[config.mk]
export PLATFORM = sky130hd
export DESIGN_NAME = base58_encoder_top
export DESIGN_NICKNAME = d
export VERILOG_FILES = /design/src/rtl/core/b58enc_pkg.sv /design/src/rtl/core/b58enc_ctrl.sv /design/src/rtl/core/b58enc_dp.sv /design/src/rtl/core/base58_encoder_top.sv
export VERILOG_INCLUDE_DIRS = /design/src /design/src/rtl/core
export SDC_FILE = /design/constraint.sdc
export NUM_CORES = 1
export LEC_CHECK = 0
export BUFFER_PORTS_ARGS = -buffer_cell sky130_fd_sc_hd__buf_2
export CORE_ASPECT_RATIO = 1.1
export CORE_MARGIN = 2
export CORE_UTILIZATION = 40
export CTS_CLUSTER_SIZE = 28
export DETAILED_ROUTE_END_ITERATION = 8
export PLACE_DENSITY_LB_ADDON = 0.2
export SYNTH_ARGS = -nofsm -noshare
export SYNTH_HDL_FRONTEND = slang
export SYNTH_SLANG_ARGS = --single-unit
export TNS_END_PERCENT = 5
[constraint.sdc]
create_clock -name clk -period 10.2 [get_ports clk]
set_clock_uncertainty 0.05 [all_clocks]
set_input_delay 0.51 -clock clk [delete_from_list [all_inputs] [get_ports clk]]
set_output_delay 0.51 -clock clk [all_outputs]
set_load 0.05 [all_outputs]
[src/rtl/core/base58_encoder_top_macros.svh]
// Assertion macros for the base58 encoder RTL.
// Included by the modules that carry concurrent assertions; no other dependencies.
`ifndef BASE58_ENCODER_TOP_MACROS_SVH
`define BASE58_ENCODER_TOP_MACROS_SVH

// Plain property, clocked on clk and off during reset.
`define B58_ASSERT(label, prop, msg) \
	label: assert property (@(posedge clk) disable iff (!arst_n) (prop)) \
		else $error(msg);

// Overlapping implication, clocked on clk and off during reset.
`define B58_ASSERT_IMP(label, ante, cons, msg) \
	label: assert property (@(posedge clk) disable iff (!arst_n) (ante) |-> (cons)) \
		else $error(msg);

`endif

[src/rtl/core/b58enc_pkg.sv]
// Shared types, codes and constant tables for the base58 encoder.
// No dependencies; imported by the controller, the datapath and the top level.
package b58enc_pkg;

	localparam int RADIX = 58;
	localparam int BUF_W = 9;
	localparam int BYTE_W = 8;
	localparam int DIG_W = 6;
	localparam int CHAR_W = 7;
	localparam int STAT_W = 2;
	localparam int TAB_N = 64;

	localparam logic [BUF_W-1:0] BUF_LIMIT_RST = 9'd128;

	// request kinds
	localparam logic REQ_PUSH = 1'b0;
	localparam logic REQ_READ = 1'b1;

	// result status codes
	localparam logic [STAT_W-1:0] ST_OK    = 2'd0;
	localparam logic [STAT_W-1:0] ST_LONG  = 2'd1;
	localparam logic [STAT_W-1:0] ST_OVF   = 2'd2;
	localparam logic [STAT_W-1:0] ST_EMPTY = 2'd3;

	// character source of a pending read
	localparam logic [1:0] CH_NONE  = 2'd0;
	localparam logic [1:0] CH_ONE   = 2'd1;
	localparam logic [1:0] CH_DIGIT = 2'd2;

	// ASCII '1', emitted once per leading zero byte
	localparam logic [CHAR_W-1:0] CHAR_ONE = 7'h31;

	localparam logic [8*RADIX-1:0] ALPHA_STR =
		"123456789ABCDEFGHJKLMNPQRSTUVWXYZabcdefghijkmnopqrstuvwxyz";

	typedef logic [CHAR_W-1:0] alpha_t [TAB_N];
	// {quotient, remainder} of 256*d by 58
	typedef logic [BYTE_W+DIG_W-1:0] divtab_t [TAB_N];

	typedef struct packed {
		logic accept;
		logic fold_step;
		logic load_out;
	} ctrl_cmd_t;

	typedef struct packed {
		logic fold_need;
		logic fold_last;
		logic out_free;
	} dp_stat_t;

	function automatic alpha_t build_alpha();
		alpha_t tab;
		int k;
		for (int i = 0; i < TAB_N; i++) begin
			k = i % RADIX;
			tab[i] = ALPHA_STR[8*(RADIX-1-k) +: CHAR_W];
		end
		return tab;
	endfunction

	function automatic divtab_t build_divtab();
		divtab_t tab;
		int k;
		for (int i = 0; i < TAB_N; i++) begin
			k = i % RADIX;
			tab[i] = {BYTE_W'((256*k) / RADIX), DIG_W'((256*k) % RADIX)};
		end
		return tab;
	endfunction

	localparam alpha_t ALPHA_TAB = build_alpha();
	localparam divtab_t DIV_TAB = build_divtab();

endpackage

[src/rtl/core/b58enc_ctrl.sv]
// Controller state machine of the base58 encoder.
// Depends on b58enc_pkg; drives commands into b58enc_dp and reads its status.
module b58enc_ctrl (
	input  logic                  clk,
	input  logic                  arst_n,
	input  logic                  req_valid,
	input  logic                  req_type,
	input  b58enc_pkg::dp_stat_t  stat,
	output b58enc_pkg::ctrl_cmd_t cmd,
	output logic                  req_stall
);
	import b58enc_pkg::*;

	localparam logic [1:0] S_IDLE  = 2'd0;
	localparam logic [1:0] S_FOLD  = 2'd1;
	localparam logic [1:0] S_RDOUT = 2'd2;

	logic [1:0] state_q;
	logic [1:0] state_n;

	always_comb begin
		state_n = state_q;
		cmd = '0;
		unique case (state_q)
			S_IDLE: begin
				if (req_valid) begin
					cmd.accept = 1'b1;
					if (req_type == REQ_READ) begin
						state_n = S_RDOUT;
					end else if (stat.fold_need) begin
						state_n = S_FOLD;
					end
				end
			end
			S_FOLD: begin
				cmd.fold_step = 1'b1;
				if (stat.fold_last) begin
					state_n = S_IDLE;
				end
			end
			S_RDOUT: begin
				if (stat.out_free) begin
					cmd.load_out = 1'b1;
					state_n = S_IDLE;
				end
			end
			default: begin
				state_n = S_IDLE;
			end
		endcase
	end

	always_ff @(posedge clk or negedge arst_n) begin
		if (!arst_n) begin
			state_q <= S_IDLE;
		end else begin
			state_q <= state_n;
		end
	end

	assign req_stall = (state_q != S_IDLE);

endmodule

[src/rtl/core/b58enc_dp.sv]
// Datapath of the base58 encoder: digit memory, carry unit, counters, result register.
// Depends on b58enc_pkg and base58_encoder_top_macros.svh; driven by b58enc_ctrl.
`include "base58_encoder_top_macros.svh"

module b58enc_dp #(
	parameter int MAX_BYTES   = 64,
	parameter int DIGIT_DEPTH = 89
) (
	input  logic                                  clk,
	input  logic                                  arst_n,
	input  b58enc_pkg::ctrl_cmd_t                 cmd,
	output b58enc_pkg::dp_stat_t                  stat,
	input  logic                                  req_type,
	input  logic [b58enc_pkg::BYTE_W-1:0]         byte_value,
	input  logic                                  first,
	input  logic                                  cfg_we,
	input  logic [b58enc_pkg::BUF_W-1:0]          cfg_data,
	output logic                                  res_valid,
	input  logic                                  res_stall,
	output logic [b58enc_pkg::CHAR_W-1:0]         char_code,
	output logic                                  last,
	output logic [b58enc_pkg::STAT_W-1:0]         status
);
	import b58enc_pkg::*;

	localparam int IW   = $clog2(DIGIT_DEPTH);
	localparam int UW   = $clog2(DIGIT_DEPTH + 1);
	localparam int CW   = $clog2(MAX_BYTES + 1);
	localparam int TW   = $clog2(MAX_BYTES + DIGIT_DEPTH + 1);
	localparam int CMPW = (TW > BUF_W) ? TW : BUF_W;
	localparam int CRW  = 9;  // carry stays at or below 256
	localparam int XW   = 9;  // remainder plus carry stays below 314

	// digit memory and per-entry valid bits
	logic [DIG_W-1:0]       mem [DIGIT_DEPTH];
	logic [DIGIT_DEPTH-1:0] vld_q;
	logic [DIG_W-1:0]       rd_data_q;
	logic                   rd_vld_q;
	logic                   rd_en;
	logic [IW-1:0]          rd_addr;

	// number state
	logic [BUF_W-1:0] buf_lim_q;
	logic [CW-1:0]    zc_q;
	logic [CW-1:0]    bc_q;
	logic             seen_q;
	logic [UW-1:0]    used_q;
	logic [TW-1:0]    rp_q;
	logic             ovf_q;

	// fold sweep
	logic [IW-1:0]  wr_idx_q;
	logic [CRW-1:0] carry_q;

	// pending read
	logic [1:0]        rsel_q;
	logic              rlast_q;
	logic [STAT_W-1:0] rstat_q;

	// result register
	logic              res_valid_q;
	logic [CHAR_W-1:0] res_char_q;
	logic              res_last_q;
	logic [STAT_W-1:0] res_stat_q;

	logic             push_acc;
	logic             read_acc;
	logic [CW-1:0]    eff_bc;
	logic [CW-1:0]    eff_zc;
	logic             eff_seen;
	logic             full;
	logic             lead_zero;
	logic [TW-1:0]    total;
	logic             err_long;
	logic             empty;
	logic             lead_pos;
	logic             rd_ok;
	logic [IW-1:0]    di;
	logic [DIG_W-1:0] dig;
	logic [BYTE_W+DIG_W-1:0] tab_ent;
	logic [XW-1:0]    x;
	logic [2:0]       q2;
	logic [XW-1:0]    r_full;
	logic [DIG_W-1:0] r_dig;
	logic [CRW-1:0]   carry_n;
	logic [CHAR_W-1:0] char_n;

	assign push_acc = cmd.accept && (req_type == REQ_PUSH);
	assign read_acc = cmd.accept && (req_type == REQ_READ);

	// push decode, with first taken as a clear ahead of the byte
	assign eff_bc    = first ? '0 : bc_q;
	assign eff_zc    = first ? '0 : zc_q;
	assign eff_seen  = first ? 1'b0 : seen_q;
	assign full      = (eff_bc >= CW'(MAX_BYTES));
	assign lead_zero = !eff_seen && (byte_value == '0);

	// read decode
	assign total    = TW'(zc_q) + TW'(used_q);
	assign err_long = (CMPW'(total) >= CMPW'(buf_lim_q));
	assign empty    = (rp_q >= total);
	assign lead_pos = (rp_q < TW'(zc_q));
	assign rd_ok    = !err_long && !empty;
	assign di       = IW'(TW'(used_q) - TW'(1) - (rp_q - TW'(zc_q)));

	// one carry step: d*256 + carry, split by 58 via table and small compare chain
	assign dig     = rd_vld_q ? rd_data_q : '0;
	assign tab_ent = DIV_TAB[dig];
	assign x       = XW'(tab_ent[DIG_W-1:0]) + XW'(carry_q);

	always_comb begin
		q2 = '0;
		for (int k = 1; k <= 5; k++) begin
			if (x >= XW'(k * RADIX)) begin
				q2 = 3'(k);
			end
		end
	end

	assign r_full  = x - XW'(q2) * XW'(RADIX);
	assign r_dig   = r_full[DIG_W-1:0];
	assign carry_n = CRW'(tab_ent[BYTE_W+DIG_W-1:DIG_W]) + CRW'(q2);

	// memory port
	assign rd_en   = cmd.accept || cmd.fold_step;
	assign rd_addr = cmd.fold_step ? (stat.fold_last ? '0 : wr_idx_q + IW'(1)) :
		((req_type == REQ_READ) ? di : '0);

	always_ff @(posedge clk) begin
		if (cmd.fold_step) begin
			mem[wr_idx_q] <= r_dig;
		end
		if (rd_en) begin
			rd_data_q <= mem[rd_addr];
		end
	end

	always_ff @(posedge clk) begin
		if (push_acc) begin
			carry_q <= CRW'(byte_value);
		end else if (cmd.fold_step) begin
			carry_q <= carry_n;
		end
	end

	always_ff @(posedge clk or negedge arst_n) begin
		if (!arst_n) begin
			vld_q    <= '0;
			rd_vld_q <= 1'b0;
			wr_idx_q <= '0;
		end else begin
			if (push_acc && first) begin
				vld_q <= '0;
			end else if (cmd.fold_step) begin
				vld_q[wr_idx_q] <= 1'b1;
			end
			if (rd_en) begin
				rd_vld_q <= vld_q[rd_addr] && !(push_acc && first);
			end
			if (push_acc) begin
				wr_idx_q <= '0;
			end else if (cmd.fold_step) begin
				wr_idx_q <= wr_idx_q + IW'(1);
			end
		end
	end

	always_ff @(posedge clk or negedge arst_n) begin
		if (!arst_n) begin
			buf_lim_q <= BUF_LIMIT_RST;
			zc_q      <= '0;
			bc_q      <= '0;
			seen_q    <= 1'b0;
			used_q    <= '0;
			rp_q      <= '0;
			ovf_q     <= 1'b0;
		end else begin
			if (cfg_we) begin
				buf_lim_q <= cfg_data;
			end
			if (push_acc) begin
				if (first) begin
					zc_q   <= '0;
					bc_q   <= '0;
					seen_q <= 1'b0;
					used_q <= '0;
					rp_q   <= '0;
					ovf_q  <= 1'b0;
				end
				if (full) begin
					ovf_q <= 1'b1;
				end else begin
					bc_q <= eff_bc + CW'(1);
					if (lead_zero) begin
						zc_q <= eff_zc + CW'(1);
					end else begin
						seen_q <= 1'b1;
						used_q <= '0;
					end
				end
			end
			if (read_acc && rd_ok) begin
				rp_q <= rp_q + TW'(1);
			end
			if (cmd.fold_step && (r_dig != '0)) begin
				used_q <= UW'(wr_idx_q) + UW'(1);
			end
		end
	end

	// classify the read at accept; the digit arrives from memory in the following cycle
	always_ff @(posedge clk) begin
		if (read_acc) begin
			if (err_long) begin
				rsel_q  <= CH_NONE;
				rlast_q <= 1'b1;
				rstat_q <= ST_LONG;
			end else if (empty) begin
				rsel_q  <= CH_NONE;
				rlast_q <= 1'b0;
				rstat_q <= ST_EMPTY;
			end else begin
				rsel_q  <= lead_pos ? CH_ONE : CH_DIGIT;
				rlast_q <= ((rp_q + TW'(1)) == total);
				rstat_q <= ovf_q ? ST_OVF : ST_OK;
			end
		end
	end

	always_comb begin
		case (rsel_q)
			CH_ONE:   char_n = CHAR_ONE;
			CH_DIGIT: char_n = ALPHA_TAB[dig];
			default:  char_n = '0;
		endcase
	end

	always_ff @(posedge clk or negedge arst_n) begin
		if (!arst_n) begin
			res_valid_q <= 1'b0;
		end else if (cmd.load_out) begin
			res_valid_q <= 1'b1;
		end else if (!res_stall) begin
			res_valid_q <= 1'b0;
		end
	end

	always_ff @(posedge clk) begin
		if (cmd.load_out) begin
			res_char_q <= char_n;
			res_last_q <= rlast_q;
			res_stat_q <= rstat_q;
		end
	end

	assign stat.fold_need = (req_type == REQ_PUSH) && !full && !lead_zero;
	assign stat.fold_last = (wr_idx_q == IW'(DIGIT_DEPTH - 1));
	assign stat.out_free  = !res_valid_q || !res_stall;

	assign res_valid = res_valid_q;
	assign char_code = res_char_q;
	assign last      = res_last_q;
	assign status    = res_stat_q;

	`B58_ASSERT_IMP(a_load_free, cmd.load_out, !res_valid_q || !res_stall, "result overwritten while stalled")
	`B58_ASSERT(a_used_range, used_q <= UW'(DIGIT_DEPTH), "used digit count beyond store depth")
	`B58_ASSERT_IMP(a_rp_step, rp_q != $past(rp_q), rp_q == $past(rp_q) + TW'(1) || rp_q == '0, "read position jumped")
	`B58_ASSERT_IMP(a_fold_excl, cmd.fold_step, !cmd.accept && !cmd.load_out, "fold step overlaps other command")

endmodule

[src/rtl/core/base58_encoder_top.sv]
// Sequence: a push that folds a byte sweeps the whole digit store, stalling the request side
//   until the sweep ends; a leading zero byte or an ignored push leaves the request side free;
//   a read stalls the request side until the result register is free, then loads it.
// Throughput: one digit of the store per cycle through the single carry unit; the request
//   side takes no new push or read until the current one is done.
// Reset: arst_n clears all control, the digit valid bits and counters; buf_limit -> 128.
module base58_encoder_top #(
	parameter int MAX_BYTES   = 64,
	parameter int DIGIT_DEPTH = 89
) (
	input  logic                          clk,
	input  logic                          arst_n,
	// request channel
	input  logic                          req_valid,
	output logic                          req_stall,
	input  logic                          req_type,
	input  logic [b58enc_pkg::BYTE_W-1:0] byte_value,
	input  logic                          first,
	// result channel
	output logic                          res_valid,
	input  logic                          res_stall,
	output logic [b58enc_pkg::CHAR_W-1:0] char_code,
	output logic                          last,
	output logic [b58enc_pkg::STAT_W-1:0] status,
	// buf_limit write channel
	input  logic                          cfg_valid,
	output logic                          cfg_ready,
	input  logic [b58enc_pkg::BUF_W-1:0]  buf_limit
);
	import b58enc_pkg::*;

	ctrl_cmd_t cmd;
	dp_stat_t  stat;

	// The write goes straight into the buf_limit register; the port never pushes back.
	assign cfg_ready = 1'b1;

	// Sequencer: idle accepts an item, a folding push sweeps the digit store
	// one entry per cycle, a read waits for the result register to free up.
	b58enc_ctrl u_ctrl (
		.clk       (clk),
		.arst_n    (arst_n),
		.req_valid (req_valid),
		.req_type  (req_type),
		.stat      (stat),
		.cmd       (cmd),
		.req_stall (req_stall)
	);

	// Datapath: digit memory with valid bits (cleared at once by first),
	// carry unit, counters, read classification and the result register.
	b58enc_dp #(
		.MAX_BYTES   (MAX_BYTES),
		.DIGIT_DEPTH (DIGIT_DEPTH)
	) u_dp (
		.clk        (clk),
		.arst_n     (arst_n),
		.cmd        (cmd),
		.stat       (stat),
		.req_type   (req_type),
		.byte_value (byte_value),
		.first      (first),
		.cfg_we     (cfg_valid && cfg_ready),
		.cfg_data   (buf_limit),
		.res_valid  (res_valid),
		.res_stall  (res_stall),
		.char_code  (char_code),
		.last       (last),
		.status     (status)
	);

endmodule
; Yosys cells after proc, flatten, opt, wreduce, memory -nomap -nowiden
; Memory sizes are Yosys's and may differ from the RTL's. A register that Yosys moved wholly into a read port is not among the register bits.
; Index checks and enable logic that the tools add are counted.
[word_totals]
reg_bits = 164
inputBits = 24
ramBits = 534
elab_cells = 159
latchBits = 0
romBits = 1344
n_memories = 3
[memory_table]
columns = memory, depth, width, read_ports, rd_ports_with_merged_regs, wr, line_no
row1 = (no name shown), 64, 14, 1, 0, 0, b58enc_dp.sv:108  ; assign tab_ent = DIV_TAB[dig];
row2 = u_dp.mem, 89, 6, 1, 1, 1, b58enc_dp.sv:35  ; logic [DIG_W-1:0] mem [DIGIT_DEPTH];
row3 = (no name shown), 64, 7, 1, 0, 0, b58enc_dp.sv:233  ; CH_DIGIT: char_n = ALPHA_TAB[dig];
[classes]
n_bitwise = 3
order_cmp = 13
shift = 0
n_eq_ne = 11
add_sub_neg = 11
mux = 61
n_reduce_logical = 35
mul = 1
div = 0
[ops]
columns = op, count
row1 = $mux 89, 2
row2 = $mux 7, 17
row3 = $or 89x89->89, 1
row4 = $mux 8, 5
row5 = $mux 14, 2
row6 = $add 7x1->7 const B, 3
row7 = $ge 9x8->1 const B, 2
row8 = $mux 1, 18
row9 = $lt 7x8->1 const B, 2
row10 = $mux 2, 8
row11 = $ge 7x7->1 const B, 2
row12 = $pmux 7 s2, 1
row13 = $reduce_bool 2->1, 7
row14 = $sub 7x7->7, 2
row15 = $mux 3, 4
row16 = $logic_and 1x1->1, 11
row17 = $add 6x9->9, 1
row18 = $add 8x3->9, 1
row19 = $ge 8x9->1, 1
row20 = $ge 9x6->1 const B, 1
row21 = $ge 9x7->1 const B, 1
row22 = $ge 9x9->1 const B, 1
row23 = $add 7x7->8, 1
row24 = $add 8x1->8 const B, 1
row25 = 27 further kinds, 40

; Depth between registers and ports, before layout
[depth]
word_depth = 17
depth_mapped = 32
ltp_nobuf = 31

; By module
; From an unflattened synthesis, not the netlist that was laid out.
[unflattened]
cells_unflattened = 2979
area_unflattened_um2 = 33480.9
[by_module_without_submodules]
columns = mod, area_each_um2, seq_area_each_um2, cells_each, instances
row1 = b58enc_dp, 33340.7, 20380.8, 2964, 1
row2 = b58enc_ctrl, 128.9, 50.0, 13, 1
row3 = base58_encoder_top, 11.3, 0.0, 2, 1

; Least setup slack after synthesis
; No wires, ideal clock.
[synth_path]
path_kind = register to register
startpoint = register u_dp.rd_vld_q
endpoint = register u_dp.used_q[0]
path_slack_ps = 1107
n_path_buf = 2
arrival_time_ps = 8923
period_less_slack_ps = 9093
t_required_ps = 10029
path_stages_with_launch = 31
cell_sequence = dfrtp_1 > clkbuf_1 > nand2_1 > inv_1 > ha_1 > clkbuf_1 > nand2_1 > nand2_1 > nand2_1 > a21oi_1 > o41ai_1 > ha_1 > inv_1 > fa_1 > nor2b_1 > o31a_1 > o21ai_1 > xor2_1 > a21oi_1 > o2111a_1 > or2_1 > ha_1 > ha_1 > inv_1 > ha_1 > xnor2_1 > nor3_1 > nand2_1 > and2b_1 > a221o_2 > a22o_1
[synth_via]
elab_chain_len = 17
word_cells_on_any_way = 22
[synth_rtl]
columns = item, line_no
row1 = from (decl), b58enc_dp.sv:38  ; logic rd_vld_q;
row2 = from (signal assigned), b58enc_dp.sv:158  ; rd_vld_q <= vld_q[rd_addr] && !(push_acc && first);
row3 = $mux 6 *, b58enc_dp.sv:107  ; assign dig = rd_vld_q ? rd_data_q : '0;
row4 = $not 6->7 (implied by the code) *, b58enc_dp.sv:108
row5 = $mem_v2 64x14 *, -
row6 = $mux 14 (implied by the code) * (2 in series), b58enc_dp.sv:108
row7 = $add 6x9->9 *, b58enc_dp.sv:109  ; assign x = XW'(tab_ent[DIG_W-1:0]) + XW'(carry_q);
row8 = $ge 9x6->1, b58enc_dp.sv:114  ; if (x >= XW'(k * RADIX)) begin
row9 = $mux 1, b58enc_dp.sv:114
row10 = $mux 3 (4 in series), b58enc_dp.sv:114
row11 = $mul 3x5->5, b58enc_dp.sv:120  ; assign r_full = x - XW'(q2) * XW'(RADIX);
row12 = $sub 6x6->6 *, b58enc_dp.sv:120
row13 = via u_dp.r_full[4], b58enc_dp.sv:83  ; logic [XW-1:0] r_full;
row14 = $reduce_bool 6->1 *, b58enc_dp.sv:205  ; if (cmd.fold_step && (r_dig != '0)) begin
row15 = $logic_and 1x1->1 *, b58enc_dp.sv:205
row16 = $mux 7 or $reduce_bool 2->1 (tied branches), -
row17 = to (signal assigned), b58enc_dp.sv:206  ; used_q <= UW'(wr_idx_q) + UW'(1);
row18 = to (decl), b58enc_dp.sv:47  ; logic [UW-1:0] used_q;
; Mark *: on every way through the listed nets, which the timed path passes. The rest lies on a longest branch. The select of a mux whose other input is x is not followed.
; A chain may end at the register's enable or synchronous reset.

; Worst setup path in the final report
[layout_path]
startpoint = register u_dp.rd_data_q[1] (read register of u_dp.mem)
endpoint = memory u_dp.mem[17][5] (data pin)
[layout_via]
elab_chain_len = 14
word_cells_on_any_way = 18
[layout_rtl]
columns = item, line_no
row1 = from (decl), b58enc_dp.sv:37  ; logic [DIG_W-1:0] rd_data_q;
row2 = $mux 6 *, b58enc_dp.sv:107
row3 = $not 6->7 (implied by the code) *, b58enc_dp.sv:108
row4 = $mem_v2 64x14 *, -
row5 = $mux 14 (implied by the code) * (2 in series), b58enc_dp.sv:108
row6 = $add 6x9->9 *, b58enc_dp.sv:109
row7 = $ge 9x6->1, b58enc_dp.sv:114
row8 = $mux 1, b58enc_dp.sv:114
row9 = $mux 3 (4 in series), b58enc_dp.sv:114
row10 = $mul 3x5->5, b58enc_dp.sv:120
row11 = $sub 6x6->6 *, b58enc_dp.sv:120
row12 = via u_dp.r_full[5], b58enc_dp.sv:83
row13 = to (decl), b58enc_dp.sv:35
; Marks and branches as above.

==> reports/qor.yml <==
finish:
  insertedDiodeCount: 0
  syn_to_final_growth_pct: 10.7
  final_common_cell: "nand2_1"
  drive_above_1_share: 0.0775
  fillCellCount: 7539
  fin_area_um2: 36400
  final_nets: 3008
  final_cell_mix: "nand2_1 (636), edfxtp_1 (563), nand3_1 (274), nor2_1 (156), dfrtp_1 (139)"
worst_setup_path:
  worst-path-max-fanout: 89
  cp-startpoint: "u_dp.rd_data_q[1]"
  arrival_ns: 8.74
  reg2reg_depth: 28
  slowest_stage: "ha_1"
  worstSetupPathType: "flip-flop to flip-flop"
  slowest_delay_ns: 0.74
  r2r_end: "u_dp.mem[17][5]"
  start_kind: "flip-flop"
  rr_startpoint: "u_dp.rd_data_q[1]"
  required_ns: 10.44
  end_kind: "flip-flop"
  crit_end: "u_dp.mem[17][5]"
  cp_common_cell: "ha_1"
  reg2reg_slack_ns: 1.70
clocking:
  h-tree-depth: 3
  cts_resized: 0
  cts.clk_slew.worst_paths_ns: 0.06
  cts_root_buffer: "clkbuf_16"
  cts_setup_buffers: 0
  cts.sinks: 704
  clk_latency_ns: 0.63
  cts-buffers-inserted: 76
  cts_tree: "done"
  cts_buffer_depth: 3
  cts_hold_buffers: 1
logic_synthesis:
  synth_nets: 3049
  synth_top_area_frac: 0.514
  yosys_warnings: 0
  ys_ff_latch: 704
  ys_async_sr_fraction: 0.199
  synth_seq_area_share: 0.621
  yosys.area.top_type: "edfxtp_1"
  syn_area_per_cell_um2: 11.2
  synth-edff-count: 563
  synth_ff_type: "edfxtp_1"
  synth_cell_types: 90
  syn_area_um2: 32900
  synthCells: 2948
  synth.area.top_cells: "edfxtp_1 (51%), dfrtp_1 (11%), nand2_1 (7.3%)"
placement:
  globalplace.congestion: 0.839
  placed_cell_area_um2: 34000
  hpwl_mm: 59.0
  portBuffers: 35
sta:
  worst_pin_slew_ns: 1.18
  max_freq_mhz: 118
  drv_slew: 0
  setup_tns_ns: 0
  relSlewSlack: 0.210
  final_hold_viol_count: 0
  finalWorstPathRequiredPeriod_ns: 8.50
  period_share: 0.834
  rsz0062_at_grt: "false"
  setup_viol: 0
routing:
  drc: 0
  dr.pass1.iters: 6
  wire_per_inst_um: 23.8
  vias: 23500
  drt_wl_total_mm: 95.9
  drt-initial-drc-count: 2220
  ant_nets: 0
  via_per_inst: 5.83
run:
  cap_viol_max_count: 0
outcome:
  outcome: "complete, no violations"
global_route:
  grt_pass1_wl_mm: 147
  track_usage: 0.226
  grt_max_degree: 160
  grt-ovfl-total: 0
  antenna_found_initial: 1
  grt_pass1_vias: 23400
floorplan:
  initial_core_util: 0.403
  dieWidth_um: 277
  die-area_um2: 84500
  die_y_um: 305
  row_count: 110
  core_um2: 81600
  io-pin-count: 37
min_path:
  hold_class: "primary input to flip-flop"
## per-layer routing
metal  wire length (µm)  GRT usage  vias up
met5                  0          0        -
met4               3070     0.0799        0
met3               6160     0.0328      175
met2              47200      0.385      858
met1              39500      0.295    11800
li1                   -          -    10700
## Yosys cell counts, types with 66 or more instances
master	count
edfxtp_1	563
ha_1	66
a21oi_1	77
clkbuf_1	106
inv_1	80
nand3_1	275
dfrtp_1	139
a211oi_1	70
o21a_1	98
a311oi_1	81
nor2_1	157
nand2_1	638
## logic make-up (layout without fill, tap and decap cells)
group / Yosys count / in the layout / synth area share
and+or+nand+nor: 1265 / 1265 / 0.171
DFF: 704 / 704 / 0.621
AOI/OAI and AO/OA: 561 / 561 / 0.123
buffers and inverters: 275 / 295 / 0.0354
adders and majority gates: 77 / 77 / 0.0318
xor gates and xnor gates: 55 / 55 / 0.0146
muxes: 10 / 10 / 0.00320
other: 1 / 1 / 0.000114
## worst min path at each step
stage	start	slack (ns)	end	cells past startpoint
2_1_floorplan	arst_n	0.16	u_ctrl.state_q[0]	0
3_3_place_gp	u_dp.rstat_q[0]	0.35	u_dp.status[0]	0
3_5_place_dp	u_dp.rstat_q[0]	0.36	u_dp.status[0]	0
4_1_cts	buf_limit[1]	0.02	u_dp.buf_lim_q[1]	3
5_1_grt	buf_limit[8]	0.06	u_dp.buf_lim_q[8]	2
6_report	buf_limit[1]	0.05	u_dp.buf_lim_q[1]	3
## final cells by class
class                      instances  area [µm²]  share of cell area
clock inverter                    40         324             0.00890
inverter                          80         300             0.00825
timing repair buffer              76         542              0.0149
tap                             1064        1330              0.0366
multi-input combinational       1969       11400               0.314
clock buffer                      99        2050              0.0563
sequential                       704       20400               0.561
## registers in the layout (all words and copies together) (netlist names), 6 cells and up
name            count
u_dp.zc_q           7
u_dp.used_q         7
u_dp.buf_lim_q      9
u_dp.mem          534
u_dp.carry_q        9
u_dp.rd_data_q      6
u_dp.char_code      7
u_dp.bc_q           7
u_dp.vld_q         89
u_dp.wr_idx_q       7
u_dp.rp_q           8
## stage by stage
step | utilization | std cells | setup WS [ns] | hold slack, ns
after floorplan | - | 2948 | 1.11 | 0.164
after global routing | 0.446 | 4032 | 0.915 | 0.0612
after CTS | 0.446 | 4032 | 1.73 | 0.0237
final | 0.446 | 4032 | 1.70 | 0.0514
after global placement | 0.417 | 3892 | 1.91 | 0.352
after detailed placement | 0.417 | 3892 | 1.78 | 0.362
## worst max-delay path, delay by kind of cell, from the launching register on
family	cells	cell delay, ns
flops	1	0.68
buf+inv	3	0.83
simple gates	7	1.42
compound gates	8	1.83
fa+ha+maj	6	2.37
xor+xnor	4	0.88
Power is not shown: default switching activity piles up to over one toggle a cycle in this logic, so the estimate is an artifact.
